$ cat src/rtl/prf_pkg.sv
// Shared constants and types of the prime removal filter.
// Depends on nothing; used by every module of the block.
package prf_pkg;

   // Width of the tested value and of the divider datapath
   localparam int VALUE_WIDTH = 32;
   // Width of the divider bit counter, able to hold VALUE_WIDTH itself
   localparam int CNT_WIDTH = $clog2(VALUE_WIDTH + 1);

   // Sequencer states of the top level
   typedef enum logic [2:0] {
      ST_IDLE,
      ST_CLASSIFY,
      ST_START,
      ST_DIVIDE,
      ST_EMIT
   } state_type;

   // Request to the shared divider
   typedef struct packed {
      logic                   start;
      logic [VALUE_WIDTH-1:0] dividend;
      logic [VALUE_WIDTH-1:0] divisor;
   } div_req_type;

   // Result of the shared divider
   typedef struct packed {
      logic                   done;
      logic [VALUE_WIDTH-1:0] quotient;
      logic [VALUE_WIDTH-1:0] remainder;
   } div_rsp_type;

endpackage

$ cat src/rtl/prf_divider.sv
// Iterative restoring divider, one quotient bit per cycle.
// Depends on prf_pkg for the width and the request/result structs.
module prf_divider import prf_pkg::*; (
   input  logic        clock,
   input  logic        reset,
   input  div_req_type div_req,
   output div_rsp_type div_rsp
);

   logic [VALUE_WIDTH-1:0] quo_ff, quo_in;
   logic [VALUE_WIDTH-1:0] rem_ff, rem_in;
   logic [VALUE_WIDTH-1:0] dsr_ff, dsr_in;
   logic [CNT_WIDTH-1:0]   cnt_ff, cnt_in;
   logic                   done_ff, done_in;
   logic [VALUE_WIDTH:0]   partial;
   logic [VALUE_WIDTH:0]   trial;

   // Shift in the next dividend bit and try to subtract the divisor
   assign partial = {rem_ff, quo_ff[VALUE_WIDTH-1]};
   assign trial   = partial - {1'b0, dsr_ff};

   // Load on start, otherwise step while bits remain
   always_comb begin
      quo_in  = quo_ff;
      rem_in  = rem_ff;
      dsr_in  = dsr_ff;
      cnt_in  = cnt_ff;
      done_in = 1'b0;
      if (div_req.start) begin
         quo_in = div_req.dividend;
         rem_in = '0;
         dsr_in = div_req.divisor;
         cnt_in = CNT_WIDTH'(VALUE_WIDTH);
      end else if (cnt_ff != '0) begin
         if (trial[VALUE_WIDTH]) begin
            rem_in = partial[VALUE_WIDTH-1:0];
         end else begin
            rem_in = trial[VALUE_WIDTH-1:0];
         end
         quo_in  = {quo_ff[VALUE_WIDTH-2:0], ~trial[VALUE_WIDTH]};
         cnt_in  = cnt_ff - CNT_WIDTH'(1);
         done_in = (cnt_ff == CNT_WIDTH'(1));
      end
   end

   // Control state
   always_ff @(posedge clock) begin
      if (reset) begin
         cnt_ff  <= '0;
         done_ff <= 1'b0;
      end else begin
         cnt_ff  <= cnt_in;
         done_ff <= done_in;
      end
   end

   // Datapath
   always_ff @(posedge clock) begin
      quo_ff <= quo_in;
      rem_ff <= rem_in;
      dsr_ff <= dsr_in;
   end

   assign div_rsp.done      = done_ff;
   assign div_rsp.quotient  = quo_ff;
   assign div_rsp.remainder = rem_ff;

endmodule

$ cat src/rtl/prime_removal_filter.sv
// Top level of the prime removal filter: sequencer, value register, output register.
// Depends on prf_pkg and prf_divider.

// Each request carries one signed 32-bit value. Prime values are dropped; every
// other value (negative, zero, one, or composite) comes out unchanged on the
// rsp_ channel, in request order. One request is worked on at a time and
// req_ready is low while it is. Negative values, values below four and even
// values are settled by classification alone, plus any wait for a free output
// register. Odd values of five or more are tested against the odd divisors
// 3, 5, 7, ... while divisor <= value / divisor, and each divisor goes through
// the shared bit-serial divider (a load, the quotient bits one by one, then a
// decision), so an odd prime is dropped once the divisor exceeds the quotient;
// an odd composite stops at its smallest factor and then goes on to emit. A kept
// value waits in the output register, and the next request is taken meanwhile.
module prime_removal_filter import prf_pkg::*; (
   input  logic                          clock,
   input  logic                          reset,
   input  logic                          req_valid,
   output logic                          req_ready,
   input  logic signed [VALUE_WIDTH-1:0] req_value,
   output logic                          rsp_valid,
   input  logic                          rsp_ready,
   output logic signed [VALUE_WIDTH-1:0] rsp_kept_value
);

   state_type              state_ff, state_in;
   logic [VALUE_WIDTH-1:0] value_ff, value_in;
   logic [VALUE_WIDTH-1:0] divisor_ff, divisor_in;
   logic                   rsp_valid_ff, rsp_valid_in;
   logic [VALUE_WIDTH-1:0] rsp_value_ff, rsp_value_in;
   logic                   load_rsp;
   div_req_type            div_req;
   div_rsp_type            div_rsp;

   prf_divider u_divider (
      .clock   (clock),
      .reset   (reset),
      .div_req (div_req),
      .div_rsp (div_rsp)
   );

   // Sequence one request through classification and trial division
   always_comb begin
      state_in         = state_ff;
      value_in         = value_ff;
      divisor_in       = divisor_ff;
      req_ready        = 1'b0;
      load_rsp         = 1'b0;
      div_req.start    = 1'b0;
      div_req.dividend = value_ff;
      div_req.divisor  = divisor_ff;
      case (state_ff)
         ST_IDLE: begin
            req_ready = 1'b1;
            if (req_valid) begin
               value_in = $unsigned(req_value);
               state_in = ST_CLASSIFY;
            end
         end
         ST_CLASSIFY: begin
            divisor_in = VALUE_WIDTH'(3);
            if (value_ff[VALUE_WIDTH-1] || (value_ff[VALUE_WIDTH-1:1] == '0)) begin
               // negative, zero or one: never prime
               state_in = ST_EMIT;
            end else if (value_ff[VALUE_WIDTH-1:2] == '0) begin
               // two or three: prime, drop
               state_in = ST_IDLE;
            end else if (!value_ff[0]) begin
               state_in = ST_EMIT;
            end else begin
               state_in = ST_START;
            end
         end
         ST_START: begin
            div_req.start = 1'b1;
            state_in      = ST_DIVIDE;
         end
         ST_DIVIDE: begin
            if (div_rsp.done) begin
               if (divisor_ff > div_rsp.quotient) begin
                  // no divisor up to the square root: prime, drop
                  state_in = ST_IDLE;
               end else if (div_rsp.remainder == '0) begin
                  state_in = ST_EMIT;
               end else begin
                  divisor_in = divisor_ff + VALUE_WIDTH'(2);
                  state_in   = ST_START;
               end
            end
         end
         ST_EMIT: begin
            if (!rsp_valid_ff || rsp_ready) begin
               load_rsp = 1'b1;
               state_in = ST_IDLE;
            end
         end
         default: begin
            state_in = ST_IDLE;
         end
      endcase
   end

   // Hold the kept value until the consumer takes it
   always_comb begin
      rsp_valid_in = rsp_valid_ff;
      rsp_value_in = rsp_value_ff;
      if (load_rsp) begin
         rsp_valid_in = 1'b1;
         rsp_value_in = value_ff;
      end else if (rsp_ready) begin
         rsp_valid_in = 1'b0;
      end
   end

   // Control state
   always_ff @(posedge clock) begin
      if (reset) begin
         state_ff     <= ST_IDLE;
         rsp_valid_ff <= 1'b0;
      end else begin
         state_ff     <= state_in;
         rsp_valid_ff <= rsp_valid_in;
      end
   end

   // Payload
   always_ff @(posedge clock) begin
      value_ff     <= value_in;
      divisor_ff   <= divisor_in;
      rsp_value_ff <= rsp_value_in;
   end

   assign rsp_valid      = rsp_valid_ff;
   assign rsp_kept_value = $signed(rsp_value_ff);

endmodule

$ cat config.mk
export PLATFORM = sky130hd
export DESIGN_NAME = prime_removal_filter
export DESIGN_NICKNAME = d
export VERILOG_FILES = /design/src/rtl/prf_pkg.sv /design/src/rtl/prf_divider.sv /design/src/rtl/prime_removal_filter.sv
export SDC_FILE = /design/constraint.sdc
export NUM_CORES = 1
export LEC_CHECK = 0
export ABC_AREA = 0
export BUFFER_PORTS_ARGS = -buffer_cell sky130_fd_sc_hd__buf_2
export CORE_MARGIN = 5
export CORE_UTILIZATION = 65
export DETAILED_ROUTE_END_ITERATION = 12
export MAX_ROUTING_LAYER = met4
export PLACE_DENSITY = 0.85
export SLEW_MARGIN = 10
export SYNTH_ARGS = -nofsm -noshare
export SYNTH_HDL_FRONTEND = slang
export SYNTH_SLANG_ARGS = --single-unit
$ cat constraint.sdc
create_clock -name clock -period 7.21 [get_ports clock]
set_input_delay 0.3605 -clock clock [delete_from_list [all_inputs] [get_ports clock]]
set_output_delay 0.3605 -clock clock [all_outputs]
set_load 0.03 [all_outputs]
==> results.cfg, run 1 <==
[run_status]
status = finished clean

[critical_path]
critPathLaunchType = flop
cp-end-kind = flop
crit_top_cell = a21o_1
critPathRequiredTime_ns = 7.62
crit_chain = fa_1 -> a21o_1 -> a221oi_2 -> a2111o_1 -> a21o_1 -> a31oi_4 -> xor2_4 -> mux2i_1 -> a211oi_1
critical_path.max_fanout = 29
slowest_stage = xor2_4
arrival_ns = 4.14
critPathKind = flop to flop
crit_path_max_incr_delay_ns = 0.98

[clocking]
tritoncts = done
clkSlewWorstSetupHoldPaths_ns = 0.06
clock_path_buffers = 3
cts_buffers = 22
clk_latency_ns = 0.52
cts_hold_buf = 15
root_buffer = clkbuf_16
post-cts-setup-buffers = 0
h-tree-depth = 1
cts_resized = 0
tritoncts_num_sinks = 201

[synthesis]
synth-seq-area-share_pct = 53.4
postSynthAreaPerCell_um2 = 10.8
synth_cell_types = 62
synth_seq_cells = 201
yosys_warnings = 0
synth_area_leaders = edfxtp_1 (45%), dfxtp_1 (8.2%), ha_1 (7.9%), o21ai_0 (3.4%), a21oi_1 (3.1%)
synthesis.nets = 1079
syn_area_mm2 = 0.0105
synth.most_common_cell = edfxtp_1
synth_common_cells = edfxtp_1 (158), nand2_1 (79), inv_1 (74)
netlist_instances = 976
yosysTopAreaCell = edfxtp_1
synthFlopType = edfxtp_1
yosys.area.top_type_share_pct = 45.2
synth-edff-count = 158
synth-async-reset-ratio_pct = 0

[timing]
slew_headroom_pct = 21.3
hold_violations = 0
fmax_ghz = 0.268
tns_ns = 0
skew_ns = 0.0171
rsz0062_at_grt = no
worst_slack_ns = 3.49
worst_hold_slack_ns = 0.0154
period_minus_slack_ns = 3.72
maxSlewViolCount = 0
final.period_utilization_pct = 51.7
worst-slew-pin-transition_ns = 1.18
finalSetupViolCount = 0

[global_route]
grt_overflow_total = 0
antenna_found_initial = 0
grt_usage_pct = 27.7
grt_pass1_wl_um = 40100
grt_pass1_vias = 7756
grt_max_degree = 99

[drt]
drt_first_pass_iters = 6
wl_per_cell_um = 19.1
ant_nets = 0
drt-met1-wl_um = 9830
drt-total-wl_um = 24500
met3RoutedLength_um = 1920
viasPerCell = 6.18
via_count = 7954
drtIter0Drc = 621
highest_layer = met4
drc = 0
met2_length_um = 12100

[final_layout]
fin_cells = 1287
fin_nets = 1158
multi_input_area_mm2 = 0.00449
diodes = 0
design_area_mm2 = 0.0119
seqCellArea_mm2 = 0.00561
fillers = 1012
final_util_pct = 75.2
drive_gt1_share_pct = 11.1
syn2layout_area_growth_pct = 13.7

[hold_path]
hold_class = input port to flop

[placed_design]
hpwl_um = 15700
portBuffers = 69
preCtsSetupSlack_ns = 3.53
dp_cells = 1232
placed_cell_area_mm2 = 0.0110
place_congestion = 0.933

[job]
cap_violations = 0

[floorplanning]
num_rows = 46
die-area_mm2 = 0.0188
start_util_pct = 66.1
ios = 70
die_h_um = 137
core_area_mm2 = 0.0159
die_w_um = 137

[power]
p_total_mw = 5.15
p_leak_nw = 4.75
peakVddDrop_mv = 0.308
power.density_mw_per_mm2 = 431
[sequential cells by signal, indices dropped and copies added (netlist names)]
signal             cells
divisor_ff            31
u_divider.done_ff      1
rsp_kept_value        32
u_divider.rem_ff      32
u_divider.quo_ff      32
rsp_valid              1
value_ff              32
state_ff               3
u_divider.cnt_ff       6
u_divider.dsr_ff      31
[per-layer routing]
| metal | up-vias | track usage (%) |
|---|---|---|
| met5 | - | - |
| met4 | 0 | 8.43 |
| met3 | 67 | 4.74 |
| met2 | 412 | 46.0 |
| met1 | 3738 | 35.0 |
| li1 | 3737 | - |
[cell families (layout without fill, tap and decap cells)]
family | count (synthesis) | count (layout) | synth area share, %
simple gates | 286 | 286 | 13.4
compound gates | 228 | 228 | 13.5
flops | 201 | 201 | 53.4
buf+inv | 109 | 204 | 4.16
fa+ha+maj | 67 | 67 | 8.05
xor+xnor | 59 | 59 | 4.99
mux | 26 | 26 | 2.49
[power by group]
group	leakage (nW)	internal [mW]	total, mW	switching, mW
Clock	0.363	0.709	1.17	0.462
Combinational	2.52	0.891	2.17	1.28
Sequential	1.86	1.59	1.81	0.219
Total	4.75	3.19	5.15	1.96
[critical path: cells and delay by family (launching register included)]
| family | cells | cell delay (ns) |
|---|---|---|
| flip-flops | 1 | 0.48 |
| AO/OA/AOI/OAI | 6 | 1.51 |
| adder cells (fa/ha/maj) | 1 | 0.46 |
| XOR/XNOR | 1 | 0.98 |
| multiplexers | 1 | 0.17 |
[final timing paths]
check                                       endpoint                 start  cells after the start  slack [ns]
worst max register to register  u_divider.rem_ff[28]  u_divider.quo_ff[31]                      9        3.49
worst min-delay path                    value_ff[24]         req_value[24]                      1        0.02
worst min register to register    rsp_kept_value[28]          value_ff[28]                      0        0.48
worst max-delay path            u_divider.rem_ff[28]  u_divider.quo_ff[31]                      9        3.49
[placed cells by master (no fill, tap or decap), types with 5 or more instances in the layout]
cell,n
or3_1,7
dfxtp_1,43
inv_1,73
nor4_1,17
a31oi_1,6
nor2_1,71
buf_4,6
a21boi_0,6
and3_1,9
buf_2,69
xor2_1,29
dlygate4sd3_1,15
clkinv_1,5
a211oi_1,9
and4_1,10
nor2b_1,10
clkbuf_16,22
nand4_1,29
o211ai_1,5
xnor2_1,28
ha_1,66
edfxtp_1,158
nand2_1,79
nor3_1,11
o21bai_1,6
nand3_1,21
o21ai_0,71
and2_1,5
a21oi_1,66
o21a_1,5
a21o_1,23
mux2i_1,25
[cell type report]
| class | count | share of cell area [%] |
|---|---|---|
| clock buffers | 25 | 4.70 |
| repair buffers | 90 | 4.52 |
| inverters | 74 | 2.33 |
| flip-flops and latches | 201 | 46.9 |
| clock inverters | 15 | 1.70 |
| well taps | 216 | 2.26 |
| multi-input cells | 666 | 37.6 |
(Power assumes the default switching activity.)
==> inputs of run 2 (changes only) <==
--- a/config.mk
+++ b/config.mk
@@ -8,10 +8,10 @@
 export ABC_AREA = 0
 export BUFFER_PORTS_ARGS = -buffer_cell sky130_fd_sc_hd__buf_2
 export CORE_MARGIN = 5
-export CORE_UTILIZATION = 65
+export CORE_UTILIZATION = 61
 export DETAILED_ROUTE_END_ITERATION = 12
 export MAX_ROUTING_LAYER = met4
-export PLACE_DENSITY = 0.85
+export PLACE_DENSITY = 0.8
 export SLEW_MARGIN = 10
 export SYNTH_ARGS = -nofsm -noshare
 export SYNTH_HDL_FRONTEND = slang
==> constraint.sdc (replaced) <==
create_clock -name clock -period 3.48 [get_ports clock]
set_input_delay 0.174 -clock clock [delete_from_list [all_inputs] [get_ports clock]]
set_output_delay 0.174 -clock clock [all_outputs]
set_load 0.03 [all_outputs]
==> run 2 against run 1 <==
Compared with the run above: die area rose by 6.1%; utilization fell by 3.8 points; clock-buffer cell count rose by 5; total power rose by 110%; largest cell class unchanged; clock power rose by 96%; hold slack improved by 0.083 ns; setup slack got worse by 3.2 ns.
==> results.cfg, run 2 (synthesized netlist as in run 1, its figures left out) <==
[run_status]
status = finished clean

[global_route]
grt_max_degree = 50
grt_pass1_vias = 7929
grt_usage_pct = 24.9
grt_pass1_wl_um = 39500
antenna_found_initial = 0
grt_overflow_total = 0

[timing]
rsz0062_at_grt = no
worst-slew-pin-transition_ns = 0.787
skew_ns = 0.0214
hold_violations = 0
fmax_ghz = 0.314
finalSetupViolCount = 0
slew_headroom_pct = 47.4
maxSlewViolCount = 0
worst_hold_slack_ns = 0.0985
tns_ns = 0
final.period_utilization_pct = 91.5
period_minus_slack_ns = 3.19

[critical_path]
r2r_end = divisor_ff[21]
reg2reg_depth = 10
critical_path.max_fanout = 31
r2r-start = divisor_ff[29]
critPathRequiredTime_ns = 3.68
worst-r2r-setup-slack_ns = 0.29
critPathLaunchType = flop
critPathKind = flop to flop
cp-end-kind = flop
arrival_ns = 3.38

[power]
pwr-share-clk_pct = 21.6
p_sw_mw = 3.98
p_leak_nw = 4.87
p_sw_share_pct = 37.6
power.density_mw_per_mm2 = 867
combPwrFrac_pct = 43.4
peakVddDrop_mv = 0.522
p_total_mw = 10.6
intPower_mw = 6.61
share_seq_of_total_power_pct = 34.9

[drt]
met2_length_um = 11900
wl_per_cell_um = 18.0
drtIter0Drc = 488
via_count = 7925
drt-met1-wl_um = 9970
met3RoutedLength_um = 1470
highest_layer = met4
drt_first_pass_iters = 5
drt-total-wl_um = 23900
viasPerCell = 5.98
drc = 0
ant_nets = 0

[final_layout]
multi_input_area_mm2 = 0.00449
syn2layout_area_growth_pct = 16.3
diodes = 0
layout_commonest_cell = edfxtp_1
fin_cells = 1326
final_cell_mix = edfxtp_1 (158), nand2_1 (79), inv_1 (73)
final_util_pct = 71.4
fin_nets = 1188
drive_gt1_share_pct = 11.8
fillers = 1135
seqCellArea_mm2 = 0.00561

[floorplanning]
num_rows = 48
ios = 70
die-area_mm2 = 0.0199
core_area_mm2 = 0.0171
die_h_um = 141
die_w_um = 141
start_util_pct = 61.4

[clocking]
clkSlewWorstSetupHoldPaths_ns = 0.06
tritoncts = done
h-tree-depth = 1
tritoncts_num_sinks = 201
cts_resized = 0
cts_hold_buf = 33
clock_path_buffers = 3
clk_latency_ns = 0.52
post-cts-setup-buffers = 0
root_buffer = clkbuf_16
cts_buffers = 22

[hold_path]
worstHoldStart = req_valid
worstHoldPathCells = 4
hold_end = state_ff[0]
hold_class = input port to flop

[job]
cap_violations = 0

[placed_design]
dp_cells = 1253
place_congestion = 0.917
hpwl_um = 15700
portBuffers = 69
==> run 2: power groups by stage <==
| stage | sequential [mW] | combinational (mW) | clock, mW |
|---|---|---|---|
| finish | 3.70 | 4.60 | 2.29 |
| global route | 3.76 | 5.16 | 2.43 |
| CTS | 3.69 | 4.57 | 2.31 |
| detailed placement | 3.73 | 4.51 | 0 |
| global placement | 3.72 | 4.36 | 0 |
| floorplan | 3.62 | 3.57 | 0 |
==> run 2: how the worst max path moves through the flow <==
stage                        start             end  slack [ns]  cells after the start
floorplan           divisor_ff[25]  divisor_ff[10]        0.26                      9
global placement    divisor_ff[25]   divisor_ff[9]        0.36                     10
detailed placement  divisor_ff[25]   divisor_ff[8]        0.33                     10
CTS                 divisor_ff[25]  divisor_ff[21]        0.31                     10
global route        divisor_ff[25]  divisor_ff[19]        0.14                     10
finish              divisor_ff[29]  divisor_ff[21]        0.29                     10
==> run 2: final cells by class <==
class | instances | area share (%)
timing repair buffer | 120 | 6.94
inverter | 74 | 2.27
clock inverter | 10 | 1.03
multi-input combinational | 666 | 36.7
sequential | 201 | 45.9
clock buffer | 30 | 4.83
tap | 225 | 2.30
==> run 2: metal layers <==
metal	vias up	GRT usage (%)
met5	-	-
met4	0	6.22
met3	41	4.48
met2	292	41.8
met1	3783	31.7
li1	3809	-
==> run 2: critical path, stage by stage (launching register included) <==
cell	delay, ns
edfxtp_1	0.44
ha_1	0.34
a21o_1	0.16
a21o_1	0.17
a21oi_1	0.14
o21ai_0	0.15
a2111oi_0	0.44
a21oi_1	0.13
or3b_2	0.49
a21boi_4	0.19
buf_12	0.22
==> run 2: through the flow <==
step                      cell area (um2)  setup slack [ns]
after floorplan                     10500             0.261
after global routing                12200             0.139
after global placement              11200             0.360
after CTS                           12200             0.312
final                               12200             0.295
after detailed placement            11200             0.334
